==> src/design/masked_segment_spike_rate_assert.svh <==
// assertion macros for the masked segment spike rate block
// no dependencies; taken in by the rtl files that check their own logic
`ifndef MASKED_SEGMENT_SPIKE_RATE_ASSERT_SVH
`define MASKED_SEGMENT_SPIKE_RATE_ASSERT_SVH

// same-cycle implication, checked outside reset
`define MSR_ASSERT_NOW(label, clk, rst, ante, cons, msg) \
   label: assert property (@(posedge clk) disable iff (rst) (ante) |-> (cons)) \
      else $error(msg);

// next-cycle implication, checked outside reset
`define MSR_ASSERT_NEXT(label, clk, rst, ante, cons, msg) \
   label: assert property (@(posedge clk) disable iff (rst) (ante) |=> (cons)) \
      else $error(msg);

`endif

==> src/design/msr_pkg.sv <==
// shared widths and constants of the masked segment spike rate block
// no dependencies
`default_nettype none

package msr_pkg;

   localparam int unsigned ValueWidth = 8;
   localparam int unsigned SumWidth   = 24;
   localparam int unsigned CountWidth = 17;
   localparam int unsigned RateWidth  = 8;

   // dividend 510*sum + count, divisor 2*count
   localparam int unsigned NumWidth   = 34;
   localparam int unsigned DenWidth   = CountWidth + 1;
   // remainder width once the quotient is known to fit in RateWidth bits
   localparam int unsigned RemWidth   = DenWidth + RateWidth;
   localparam int unsigned StepWidth  = 3;

   localparam logic [SumWidth-1:0]   SumMax   = '1;
   localparam logic [CountWidth-1:0] CountMax = '1;
   localparam logic [RateWidth-1:0]  RateMax  = 8'd255;
   localparam logic [RateWidth-1:0]  RateZero = 8'h00;

endpackage

`default_nettype wire

==> src/design/masked_segment_spike_rate.sv <==
// masked segment spike rate: masked sum and rounded rate per group
// depends on msr_pkg and masked_segment_spike_rate_assert.svh
//
//   channel | dir | handshake            | payload
//   req     | in  | req_valid/req_ready  | spike_value, excluded, group_last
//   rsp     | out | rsp_valid/rsp_ready  | spike_sum, rate_byte, empty_group
//
// items without the group end marker are taken back to back, one per cycle.
// a group end beat is followed by a multiply state, a saturation check state,
// shift-subtract divide steps, one per quotient bit, and a load state for the
// result register, after which req_ready rises again; an empty or saturated
// group skips the divide.
// reset clears the accumulators, the sequencer and rsp_valid.
// the result register lets new beats of the next group enter while rsp stalls;
// a further group end waits in the load state until the held result is taken.
`default_nettype none

module masked_segment_spike_rate (
   input  wire logic                           clock,
   input  wire logic                           reset,
   input  wire logic                           req_valid,
   output logic                                req_ready,
   input  wire logic [msr_pkg::ValueWidth-1:0] req_spike_value,
   input  wire logic                           req_excluded,
   input  wire logic                           req_group_last,
   output logic                                rsp_valid,
   input  wire logic                           rsp_ready,
   output logic [msr_pkg::SumWidth-1:0]        rsp_spike_sum,
   output logic [msr_pkg::RateWidth-1:0]       rsp_rate_byte,
   output logic                                rsp_empty_group
);

   localparam logic [2:0] ST_ACC  = 3'd0;
   localparam logic [2:0] ST_MUL  = 3'd1;
   localparam logic [2:0] ST_CHK  = 3'd2;
   localparam logic [2:0] ST_DIV  = 3'd3;
   localparam logic [2:0] ST_DONE = 3'd4;

   logic [2:0]                        state_ff, state_in;
   logic [msr_pkg::SumWidth-1:0]      sum_acc_ff, sum_acc_in;
   logic [msr_pkg::CountWidth-1:0]    cnt_acc_ff, cnt_acc_in;
   logic [msr_pkg::SumWidth-1:0]      sum_w_ff, sum_w_in;
   logic [msr_pkg::CountWidth-1:0]    cnt_w_ff, cnt_w_in;
   logic [msr_pkg::NumWidth-1:0]      num_ff, num_in;
   logic [msr_pkg::DenWidth-1:0]      den_ff, den_in;
   logic [msr_pkg::RemWidth-1:0]      rem_ff, rem_in;
   logic [msr_pkg::RemWidth-1:0]      dsh_ff, dsh_in;
   logic [msr_pkg::RateWidth-1:0]     q_ff, q_in;
   logic [msr_pkg::StepWidth-1:0]     step_ff, step_in;
   logic                              rsp_valid_ff, rsp_valid_in;
   logic [msr_pkg::SumWidth-1:0]      rsp_sum_ff, rsp_sum_in;
   logic [msr_pkg::RateWidth-1:0]     rsp_rate_ff, rsp_rate_in;
   logic                              rsp_empty_ff, rsp_empty_in;

   logic                              req_beat;
   logic [msr_pkg::SumWidth:0]        sum_add;
   logic [msr_pkg::SumWidth-1:0]      sum_next;
   logic [msr_pkg::CountWidth-1:0]    cnt_next;
   logic [msr_pkg::NumWidth-1:0]      sat_limit;
   logic                              div_fits;
   logic [msr_pkg::RemWidth-1:0]      rem_diff;
   logic                              out_free;

   assign req_ready = (state_ff == ST_ACC);
   assign req_beat  = req_valid && req_ready;
   assign out_free  = !rsp_valid_ff || rsp_ready;

   // saturating masked accumulate of the current beat
   assign sum_add  = {1'b0, sum_acc_ff} + (msr_pkg::SumWidth+1)'(req_spike_value);
   assign sum_next = req_excluded ? sum_acc_ff
                   : (sum_add[msr_pkg::SumWidth] ? msr_pkg::SumMax
                                                 : sum_add[msr_pkg::SumWidth-1:0]);
   assign cnt_next = (req_excluded || cnt_acc_ff == msr_pkg::CountMax) ? cnt_acc_ff
                   : cnt_acc_ff + 1'b1;

   // quotient above 255 exactly when the dividend reaches 256 divisors
   assign sat_limit = msr_pkg::NumWidth'({den_ff, msr_pkg::RateWidth'(0)});

   // shared compare-subtract unit of the divider
   assign div_fits = (rem_ff >= dsh_ff);
   assign rem_diff = rem_ff - dsh_ff;

   // sequencer and datapath next values
   always_comb begin
      state_in     = state_ff;
      sum_acc_in   = sum_acc_ff;
      cnt_acc_in   = cnt_acc_ff;
      sum_w_in     = sum_w_ff;
      cnt_w_in     = cnt_w_ff;
      num_in       = num_ff;
      den_in       = den_ff;
      rem_in       = rem_ff;
      dsh_in       = dsh_ff;
      q_in         = q_ff;
      step_in      = step_ff;
      rsp_valid_in = rsp_valid_ff && !rsp_ready;
      rsp_sum_in   = rsp_sum_ff;
      rsp_rate_in  = rsp_rate_ff;
      rsp_empty_in = rsp_empty_ff;
      case (state_ff)
         ST_ACC: begin
            if (req_beat) begin
               if (req_group_last) begin
                  sum_w_in   = sum_next;
                  cnt_w_in   = cnt_next;
                  sum_acc_in = '0;
                  cnt_acc_in = '0;
                  state_in   = ST_MUL;
               end else begin
                  sum_acc_in = sum_next;
                  cnt_acc_in = cnt_next;
               end
            end
         end
         ST_MUL: begin
            // 510*sum as (sum << 9) - (sum << 1), plus count for half-up rounding
            num_in   = (msr_pkg::NumWidth'(sum_w_ff) << 9)
                     - (msr_pkg::NumWidth'(sum_w_ff) << 1)
                     + msr_pkg::NumWidth'(cnt_w_ff);
            den_in   = {cnt_w_ff, 1'b0};
            state_in = ST_CHK;
         end
         ST_CHK: begin
            if (cnt_w_ff == '0) begin
               q_in     = msr_pkg::RateZero;
               state_in = ST_DONE;
            end else if (num_ff >= sat_limit) begin
               q_in     = msr_pkg::RateMax;
               state_in = ST_DONE;
            end else begin
               rem_in   = num_ff[msr_pkg::RemWidth-1:0];
               dsh_in   = {1'b0, den_ff, (msr_pkg::RateWidth-1)'(0)};
               q_in     = '0;
               step_in  = '1;
               state_in = ST_DIV;
            end
         end
         ST_DIV: begin
            // one quotient bit per cycle, msb first
            if (div_fits) begin
               rem_in = rem_diff;
            end
            q_in    = {q_ff[msr_pkg::RateWidth-2:0], div_fits};
            dsh_in  = dsh_ff >> 1;
            step_in = step_ff - 1'b1;
            if (step_ff == '0) begin
               state_in = ST_DONE;
            end
         end
         ST_DONE: begin
            if (out_free) begin
               rsp_valid_in = 1'b1;
               rsp_sum_in   = sum_w_ff;
               rsp_rate_in  = q_ff;
               rsp_empty_in = (cnt_w_ff == '0);
               state_in     = ST_ACC;
            end
         end
         default: begin
            state_in = ST_ACC;
         end
      endcase
   end

   // control state
   always_ff @(posedge clock) begin
      if (reset) begin
         state_ff     <= ST_ACC;
         sum_acc_ff   <= '0;
         cnt_acc_ff   <= '0;
         rsp_valid_ff <= 1'b0;
      end else begin
         state_ff     <= state_in;
         sum_acc_ff   <= sum_acc_in;
         cnt_acc_ff   <= cnt_acc_in;
         rsp_valid_ff <= rsp_valid_in;
      end
   end

   // payload and divider working registers
   always_ff @(posedge clock) begin
      sum_w_ff     <= sum_w_in;
      cnt_w_ff     <= cnt_w_in;
      num_ff       <= num_in;
      den_ff       <= den_in;
      rem_ff       <= rem_in;
      dsh_ff       <= dsh_in;
      q_ff         <= q_in;
      step_ff      <= step_in;
      rsp_sum_ff   <= rsp_sum_in;
      rsp_rate_ff  <= rsp_rate_in;
      rsp_empty_ff <= rsp_empty_in;
   end

   assign rsp_valid       = rsp_valid_ff;
   assign rsp_spike_sum   = rsp_sum_ff;
   assign rsp_rate_byte   = rsp_rate_ff;
   assign rsp_empty_group = rsp_empty_ff;

   // checks on the accumulator, divider and sequencer
`include "masked_segment_spike_rate_assert.svh"

   `MSR_ASSERT_NOW(a_sum_bounded, clock, reset, 1'b1, (25'(sum_acc_ff) <= 25'(cnt_acc_ff) * 25'd255), "sum exceeds 255 per counted element")
   `MSR_ASSERT_NOW(a_div_invariant, clock, reset, state_ff == ST_DIV, ((msr_pkg::RemWidth+1)'(rem_ff) < {dsh_ff, 1'b0}), "divider remainder out of range")
   `MSR_ASSERT_NEXT(a_last_stalls, clock, reset, req_beat && req_group_last, !req_ready && cnt_acc_ff == '0 && sum_acc_ff == '0, "group end did not start the divide")
   `MSR_ASSERT_NOW(a_empty_result, clock, reset, rsp_valid_ff && rsp_empty_ff, rsp_rate_ff == msr_pkg::RateZero && rsp_sum_ff == '0, "empty group with nonzero result")

endmodule

`default_nettype wire

==> config.mk <==
export PLATFORM = sky130hd
export DESIGN_NAME = masked_segment_spike_rate
export DESIGN_NICKNAME = d
export VERILOG_FILES = /design/src/design/msr_pkg.sv /design/src/design/masked_segment_spike_rate.sv
export VERILOG_INCLUDE_DIRS = /design/src /design/src/design
export SDC_FILE = /design/constraint.sdc
export NUM_CORES = 1
export LEC_CHECK = 0
export ABC_AREA = 1
export BUFFER_PORTS_ARGS = -buffer_cell sky130_fd_sc_hd__buf_2
export CAP_MARGIN = 5
export CORE_MARGIN = 2
export CORE_UTILIZATION = 45
export DETAILED_ROUTE_END_ITERATION = 6
export SETUP_SLACK_MARGIN = 0.15
export SLEW_MARGIN = 40
export SYNTH_ARGS = -nofsm -noshare
export SYNTH_HDL_FRONTEND = slang
export SYNTH_SLANG_ARGS = --single-unit
==> constraint.sdc <==
create_clock -name clock -period 6.2 [get_ports clock]
set_input_delay 0.31 -clock clock [delete_from_list [all_inputs] [get_ports clock]]
set_output_delay 0.31 -clock clock [all_outputs]
set_load 0.1 [all_outputs]
==> impl_results.md, run 1 <==
* Status: finished, violations left
* Failing checks: DRC
* Power per cell area at 340 nW/um^2
* IO Port Bufs at 48
* Ys async rst share at 0%
* Die Y-Extent at 182 um
* MaxCap Viol Count at 0
* Synth-to-layout area growth at 12.0%
* Reg power frac at 38.5%
* CP most frequent cell: nand2_1
* EDFF count, synth at between 150 and 200
* Largest net degree at the start of global routing at 52
* Crit path to: rem_ff[4]
* Area of the die at approximately 33,000 sq um
* Vias in the first global route at 11,443
* Largest delay share family, worst path: simple AND/OR/NAND/NOR gates
* Final max-slew violation count at 0
* Vias per std cell at approximately 5.2
* Netlist cell types at 47
* Layout cells sized above 1 at 9.10%
* Die width at roughly 180 um
* Multi-input logic area at a little under 7000 sq um
* Setup Skew at around 0.014 ns
* Ant. Diodes at 0
* GR Util All Layers at around 22%
* Worst Path Max Fanout at 26
* Ys Warns at 0
* Detailed placement HPWL at roughly 28,000 um
* Post-cts hold buffer count at 0
* Min Tclk post-route at 2.91 ns
* # DRC at 1
* Hold violation count in the final report at 0
* Worst path max stage delay at 0.54 ns
* Worst-Skew Late Latency at 0.54 ns
* FF-to-FF path depth at 13
* Synth Register Bits at 231
* Slew @ Worst Pin at about 0.79 ns
* Type of the worst setup path: reg -> reg
* CP endpoint kind: flip-flop
* WL per Instance at 16.7 um
* Num CTS Buffers at 26
* Global route overflow at 0
* Setup TNS Final at 0 ns
* Register area at 6490 sq um
* Ys flop type: edfxtp_1
* Register area share after synthesis at 45.3%
* Filler cells at just over 3,000
* Critical Path, Cell by Cell: ha_1 > inv_1 > fa_1 > nand2_1 > nand2_1 > nand2_1 > nand2_1 > inv_1 > o21ai_1 > nand3_1 > nand3_1 > nand2_1 > nand2_2
* Cell Int Power at between 3 and 4 mW
* Hold Path Class: in -> reg
* Number of cell rows at 65
* Post-CTS Setup Bufs at 0
* Synthesized cell area at 14,300 sq um
* Nets@finish at 1,875
* Clk sinks at 231
* Avg Inst Size Synth at approximately 8.5 sq um
* Worst hold start: rsp_ready
* Clock transition at path regs at around 0.060 ns
* Post-Layout Cell Count at 2,171
* Fmax at 343 MHz
* Routed vias at 11,298
* Clk pwr share at approximately a third
* Crit path launch type: flip-flop
* Critical Path Start: dsh_ff[0]
* Relative slew slack at ~47%
* Net count after synthesis at 1,818
* Initial antenna violation count at 0
* CTS tree: built
* Logic pwr share at roughly 30%
* Core ar. at 31,500 sq um
* Slowest CP cell: nand2_2
* Fraction of power spent switching nets at 34.6%
* Leak at 6.89 nW
* Reg2Reg Launch Point: dsh_ff[0]
* Critical path buffers and inverters at 2
* Routed Antenna Nets at 0
* Clock buffer depth at 3
* RePlAce Congestion at between 0.9 and 1
* Worst path depth at 13
* Worst path required time at 6.37 ns
* Io pins at a little under 50
* Placed insts at 2,123
* Net Switching at between 1.5 and 2 mW
* Starting density of the core at 45.5%
* Worst vdd ir at around 0.24 mV
* RSZ-0062 raised after global routing: no
* First-pass GRT wire length at 59,300 um
* Root buffer selected by CTS: clkbuf_16
* WP data arrival at 3.08 ns
* Area post-placement at 15,100 sq um
* Final Instance Area at 16,100 sq um
* DRT iter0 DRCs at 664
* Setup violations, final at 0
* Post-CTS Resized at 0
* Gate Count Post-Synth at 1,692
* Setup slack, reg-to-reg at 3.29 ns
* Final worst path period share at between 40 and 50%
* Initial DRT Pass Iterations at 7
* R2r endpoint: rem_ff[4]
* H-Tree Depth at 1
* WL final at 36,200 um
## power groups by stage
stage          sequential, mW  clock, mW  combinational [mW]
2_1_floorplan            2.19          0                1.09
3_3_place_gp             2.12          0                1.58
3_5_place_dp             2.13          0                1.60
4_1_cts                  2.10       1.77                1.61
6_report                 2.10       1.74                1.61
5_1_grt                  2.12       1.84                1.82
## layer usage
metal / track usage [%] / vias up / routed length, um
li1: - / 5762 / -
met1: 29.1 / 5296 / 16500
met2: 39.4 / 177 / 17600
met3: 2.49 / 63 / 1210
met4: 6.06 / 0 / 914
met5: 0 / - / 0
## synth_stat cells, types with 8 or more instances
cell	instances	share of area, %
nand3b_1	9	0.47
nand2_2	12	0.52
edfxtp_1	186	39
o21a_1	9	0.47
nand4_1	28	1.2
dfxtp_1	45	6.3
a21oi_1	104	3.6
inv_1	228	6.0
xor2_1	27	1.7
a21boi_0	9	0.47
fa_1	11	1.5
nand3_1	100	3.5
nor2_1	141	3.7
nor3_1	20	0.70
nand2_1	449	12
nor4_1	8	0.35
a21o_1	11	0.58
o21ai_0	64	2.2
clkbuf_1	18	0.47
ha_1	101	8.8
xnor2_1	23	1.4
a21oi_2	10	0.61
o21bai_1	12	0.63
## through the flow
stage	util [%]	worst slack, ns	total power [mW]	hold WS (ns)
after global placement	47.7	3.10	3.70	0.405
after detailed placement	47.9	3.31	3.73	0.405
after CTS	51.0	3.29	5.48	0.0737
final	51.0	3.29	5.45	0.0897
after global routing	51.0	3.04	5.77	0.0970
after floorplan	-	1.21	3.27	0.400
## sequential cells by signal, summed over array words and instances (netlist names)
name             flops
q_ff                 8
step_ff              3
dsh_ff              25
num_ff              34
rem_ff              26
cnt_acc_ff          17
sum_w_ff            24
den_ff              16
rsp_valid            1
state_ff             3
sum_acc_ff          24
rsp_spike_sum       24
rsp_rate_byte        8
rsp_empty_group      1
cnt_w_ff            17
## kinds of logic after synthesis
| family | after synthesis | synth area share (%) |
|---|---|---|
| adders and majority gates | 112 | 10.4 |
| and+or+nand+nor | 802 | 24.8 |
| xor gates and xnor gates | 50 | 3.06 |
| DFF | 231 | 45.3 |
| buffers and inverters | 260 | 7.00 |
| AOI/OAI and AO/OA | 237 | 9.49 |
## worst min-delay path by stage
stage | slack (ns) | end | cells after the start
after floorplan | 0.40 | rsp_rate_byte[7] | 0
after global placement | 0.41 | rsp_rate_byte[7] | 0
after detailed placement | 0.40 | rsp_rate_byte[7] | 0
after CTS | 0.07 | rsp_valid | 4
after global routing | 0.1 | rsp_valid | 4
final | 0.09 | rsp_valid | 4
## worst register-to-register path, delay by kind of cell, from the launching register on
kind	cells	cell delay, ns
AO/OA/AOI/OAI	1	0.25
adder cells (fa/ha/maj)	2	0.45
buffers and inverters	2	0.20
flip-flops	1	0.37
AND/OR/NAND/NOR	8	1.27
## layout make-up
cell class	count	area share (%)
multi-input combinational	1201	42.8
sequential	231	40.4
inverter	231	5.40
clock buffer	30	4.34
tap	402	3.13
timing repair buffer	58	2.21
clock inverter	18	1.68
## cell usage in the layout, fill, tap and decap left out, types with 11 or more instances in the layout
| cell type | Yosys | final |
|---|---|---|
| nand3_1 | 100 | 100 |
| o21bai_1 | 12 | 12 |
| nand2_2 | 12 | 13 |
| ha_1 | 101 | 101 |
| xor2_1 | 27 | 27 |
| nor2_1 | 141 | 141 |
| edfxtp_1 | 186 | 186 |
| nand4_1 | 28 | 28 |
| clkbuf_16 | 0 | 27 |
| o21ai_0 | 64 | 64 |
| nor3_1 | 20 | 19 |
| nand2_1 | 449 | 448 |
| buf_2 | 7 | 48 |
| dfxtp_1 | 45 | 45 |
| a21oi_1 | 104 | 103 |
| inv_1 | 228 | 228 |
| xnor2_1 | 23 | 23 |
| fa_1 | 11 | 11 |
| a21o_1 | 11 | 11 |
Power figures use the tool's default switching activity.
==> inputs of run 2 (changes only) <==
clock period = 3 ns   (was 6.2 ns; I/O delays follow)
==> impl_results.md, run 2 (same netlist as run 1, synthesis figures left out) <==
* Status: complete, no violations
* Nets@finish at approximately 1,900
* Worst path required time at between 3 and 4 ns
* WL final at about 37,000 um
* Setup Skew at 0.0154 ns
* Global route overflow at 0
* Fmax at 359 MHz
* Worst vdd ir at 0.434 mV
* Filler cells at ~3,000
* Reg power frac at around two fifths
* Initial DRT Pass Iterations at 5
* Ant. Diodes at 0
* Die width at around 180 um
* Layout cells sized above 1 at 10.7%
* RePlAce Congestion at 0.961
* Vias per std cell at between 5 and 6
* CP endpoint kind: flip-flop
* Final Instance Area at roughly 16,000 sq um
* Hold Path Class: in -> reg
* Setup violations, final at 0
* MaxCap Viol Count at 0
* Min Tclk post-route at between 2 and 3 ns
* Synth-to-layout area growth at 12.8%
* Commonest non-fill, non-tap cell in the layout: nand2_1
* CTS tree: built
* Num CTS Buffers at 28
* Core ar. at between 30,000 and 40,000 sq um
* Number of cell rows at 65
* Biggest regs: num_ff (34), rem_ff (26), dsh_ff (25)
* First-pass GRT wire length at 59,100 um
* Final max-slew violation count at 0
* Logic pwr share at 31.1%
* Slowest CP cell: edfxtp_1
* CP most frequent cell: a21oi_1
* Worst-Skew Late Latency at 0.54 ns
* Area of the die at roughly 33,000 sq um
* Most flop-heavy register: num_ff
* Area post-placement at around 15,000 sq um
* Clock transition at path regs at 0.07 ns
* Worst hold start: reset
* Clock buffer depth at 3
* WL per Instance at 16.8 um
* Register area at between 6000 and 7000 sq um
* Relative slew slack at 53.9%
* Routed vias at roughly 11,000
* Net Switching at slightly above 4 mW
* Vias in the first global route at roughly 11,000
* Final Worst Setup Slack at 0.216 ns
* H-Tree Depth at 1
* Type of the worst setup path: reg -> reg
* Most frequent cells in the layout: 445 x nand2_1, 228 x inv_1, 186 x edfxtp_1
* Largest delay share family, worst path: adder cells
* Power per cell area at 691 nW/um^2
* Routed Antenna Nets at 0
* Initial antenna violation count at 0
* Root buffer selected by CTS: clkbuf_16
* Max reg flops at 34
* Multi-input logic area at 6960 sq um
* Final hold slack at roughly 0.11 ns
* Starting density of the core at 45.5%
* Io pins at ~50
* Cell Int Power at 7.13 mW
* Worst path max stage delay at 0.50 ns
* IO Port Bufs at 48
* Slew @ Worst Pin at between 0.6 and 0.7 ns
* # DRC at 0
* Leak at just under 7 nW
* Placement Setup Slack at 0.156 ns
* WP data arrival at between 3 and 4 ns
* Worst Path Max Fanout at 5
* Largest net degree at the start of global routing at 52
* Clk pwr share at between 20% and 30%
* RSZ-0062 raised after global routing: yes
* Fraction of power spent switching nets at 36.1%
* Die Y-Extent at 182 um
* Critical path buffers and inverters at 0
* Crit path launch type: flip-flop
* Critical Path, Cell by Cell: fa_1 > ha_1 > a21oi_1 > o21ai_0 > a21oi_1 > nand2_2 > a21oi_1 > xor2_1
* Detailed placement HPWL at 28,600 um
* GR Util All Layers at about 22%
* Reg2Reg Launch Point: cnt_w_ff[9]
* Hold violation count in the final report at 0
* Final worst path period share at about 93%
* Clk sinks at 231
* Critical Path Start: cnt_w_ff[9]
* DRT iter0 DRCs at 684
* Setup TNS Final at 0 ns
[run 2: cell count changes in the layout (fill, tap and decap cells not counted), sizes merged]
cell,delta
clkbuf,+3
bufinv,-5
clkinvlp,+1
dlygate4sd3,+1
buf,+9
inv,+1
clkinv,+4
[run 2: final timing paths]
check                                   endpoint  slack [ns]  depth (start not counted)
worst max-delay path                  num_ff[22]        0.22                          8
worst min-delay path              sum_acc_ff[11]        0.11                          2
worst max register to register        num_ff[22]        0.22                          8
worst min register to register  rsp_rate_byte[7]        0.42                          0
[run 2: through the flow]
stage               util [%]  total power [mW]  cells
finish                  51.3              11.2   2185
global route            51.3              11.9   2185
CTS                     51.0              11.2   2180
detailed placement      48.1              7.79   2127
global placement        48.1              7.77   2127
floorplan                  -              6.76   1692
[run 2: worst register-to-register path, stage by stage, from the launching register on]
cell,delay [ns]
edfxtp_1,0.50
fa_1,0.49
ha_1,0.39
a21oi_1,0.24
o21ai_0,0.15
a21oi_1,0.20
nand2_2,0.15
a21oi_1,0.19
xor2_1,0.28
[run 2: layout make-up]
type	count	share of cell area (%)
sequential	231	40.1
timing repair buffer	68	2.66
clock buffer	33	4.65
multi-input combinational	1201	43.0
inverter	231	5.37
tap	402	3.11
clock inverter	19	1.02
[run 2: per-layer routing]
layer | vias up | global-route usage (%) | part of all wire (%)
met1 | 5264 | 29.8 | 46
met5 | - | 0 | 0
met4 | 0 | 5.16 | 2.1
met2 | 237 | 39.1 | 48
met3 | 54 | 2.91 | 3.9
li1 | 5798 | - | -
[run 2: power by group through the flow]
stage	registers [mW]	clock network (mW)	logic, mW
after floorplan	4.50	0	2.26
after global placement	4.42	0	3.35
after detailed placement	4.43	0	3.36
after CTS	4.36	3.42	3.38
after global routing	4.40	3.55	3.90
final	4.36	3.34	3.47
[run 2: what timing repair did]
action / 4_1_cts / 5_1_grt
endpoints found under the hold margin: 1 / 0
gates resized for setup: 0 / 22
buffers inserted: 0 / 5
hold buffers: 1 / 0
endpoints found under the setup margin: 0 / 17
==> inputs of run 3 (changes only) <==
CAP_MARGIN = 10   (was 5)
CORE_MARGIN = default   (was 2)
RECOVER_POWER = 25   (was default)
==> impl_results.md, run 3 (same netlist as run 1, synthesis figures left out) <==
* WL per Instance at 16.5 um
* Commonest non-fill, non-tap cell in the layout: nand2_1
* Vias per std cell at roughly 5.2
* Worst hold start: reset
* Global route overflow at 0
* Status: complete, no violations
* Worst vdd ir at 0.438 mV
* Die Y-Extent at between 150 and 200 um
* IO Port Bufs at 48
* Worst-Skew Late Latency at 0.53 ns
* Power per cell area at 690 nW/um^2
* Leak at 6.80 nW
* Number of cell rows at 64
* Final max-slew violation count at 0
* Vias in the first global route at 11,093
* Die width at 180 um
* Most flop-heavy register: num_ff
* Hold Path Class: in -> reg
* Final worst path period share at 89.6%
* Final Worst Setup Slack at 0.312 ns
* Root buffer selected by CTS: clkbuf_16
* WP data arrival at 2.97 ns
* Max reg flops at 34
* RePlAce Congestion at 0.939
* Clock buffer depth at 3
* H-Tree Depth at 1
* Layout cells sized above 1 at between 8 and 9%
* CTS tree: built
* Worst Path Max Fanout at 5
* Worst path required time at between 3 and 4 ns
* Initial antenna violation count at 0
* Clk sinks at 231
* Placement Setup Slack at 0.265 ns
* Area of the die at approximately 33,000 sq um
* Min Tclk post-route at 2.69 ns
* RSZ-0062 raised after global routing: yes
* Num CTS Buffers at 27
* Nets@finish at about 1,900
* Setup TNS Final at 0 ns
* Starting density of the core at 46.2%
* Synth-to-layout area growth at 12.1%
* Biggest regs: num_ff (34), rem_ff (26), dsh_ff (25)
* Hold violation count in the final report at 0
* Setup violations, final at 0
* Routed Antenna Nets at 0
* CP endpoint kind: flip-flop
* Critical Path Start: sum_w_ff[9]
* Relative slew slack at a little under a fifth
* Type of the worst setup path: reg -> reg
* Crit path launch type: flip-flop
* Clock transition at path regs at 0.06 ns
* Most frequent cells in the layout: 446 x nand2_1, 228 x inv_1, 186 x edfxtp_1
* Reg2Reg Launch Point: sum_w_ff[9]
* Io pins at 49
* GR Util All Layers at between 20% and 30%
* Initial DRT Pass Iterations at 5
* Largest net degree at the start of global routing at 54
* First-pass GRT wire length at 58,000 um
* WL final at 35,800 um
* Slew @ Worst Pin at roughly 1.2 ns
* # DRC at 0
* Fmax at 372 MHz
* DRT iter0 DRCs at 792
* Detailed placement HPWL at 28,000 um
* Setup Skew at 0.00806 ns
* Routed vias at roughly 11,000
* Ant. Diodes at 0
* Core ar. at 31,000 sq um
* MaxCap Viol Count at 0
[run 3: changes by cell type in the layout (fill, tap and decap cells not counted), moves of 2 or more]
cell and change:
clkbuf_1 +37, buf_2 -35, bufinv_16 +2, clkinvlp_4 +2, buf_4 -2, clkbuf_16 -2, clkinv_2 -8
[run 3: path summary, 6_finish.rpt]
path	to	slack [ns]	depth (start not counted)
setup reg to reg	num_ff[21]	0.31	12
setup / recovery	num_ff[21]	0.31	12
hold / removal	cnt_acc_ff[1]	0.07	2
hold reg to reg	rsp_rate_byte[7]	0.42	0
[run 3: per-stage QoR]
stage	cells	total power, mW	cell area, sq um	utilization (%)	hold slack [ns]
floorplan	1692	6.76	14400	-	0.350
global placement	2122	7.70	15100	48.8	0.402
detailed placement	2122	7.72	15100	48.8	0.406
CTS	2173	11.1	16100	51.8	0.0577
global route	2176	11.7	16100	51.8	0.0922
finish	2176	11.1	16100	51.8	0.0749
[run 3: critical path, stage by stage, from the launching register on]
cell and delay (ns):
edfxtp_1 0.46, fa_1 0.53, inv_1 0.04, ha_1 0.38, a21oi_2 0.25, nor2_1 0.07, nor2_1 0.14, o21ai_1 0.09
inv_1 0.06, nand2_1 0.12, nand2_1 0.09, nand2_1 0.06, xor2_1 0.14
[run 3: per-layer routing]
layer  wire length (um)  up-vias  track usage (%)
li1                   -     5795                -
met1              16700     5293             29.8
met2              17000      204             38.6
met3               1440       48             2.85
met4                602        0             4.75
met5                  0        -                0
[run 3: what timing repair did]
action,4_1_cts,5_1_grt
buffers inserted,0,3
gates resized for setup,0,19
setup endpoints to repair,0,40
endpoints found under the hold margin,3,0
hold buffers,2,0
[run 3: report_power, final]
group	internal [mW]	total (mW)	switching, mW
Combinational	1.03	3.34	2.31
Clock	2.03	3.38	1.35
Sequential	4.10	4.36	0.261
[run 3: cell type report]
cell class / instances / area (sq um)
sequential: 231 / 6490
fill: 2913 / 14900
timing repair buffer: 68 / 374
inverter: 231 / 867
clock inverter: 16 / 206
clock buffer: 33 / 708
tap: 396 / 495
multi-input combinational: 1201 / 6920
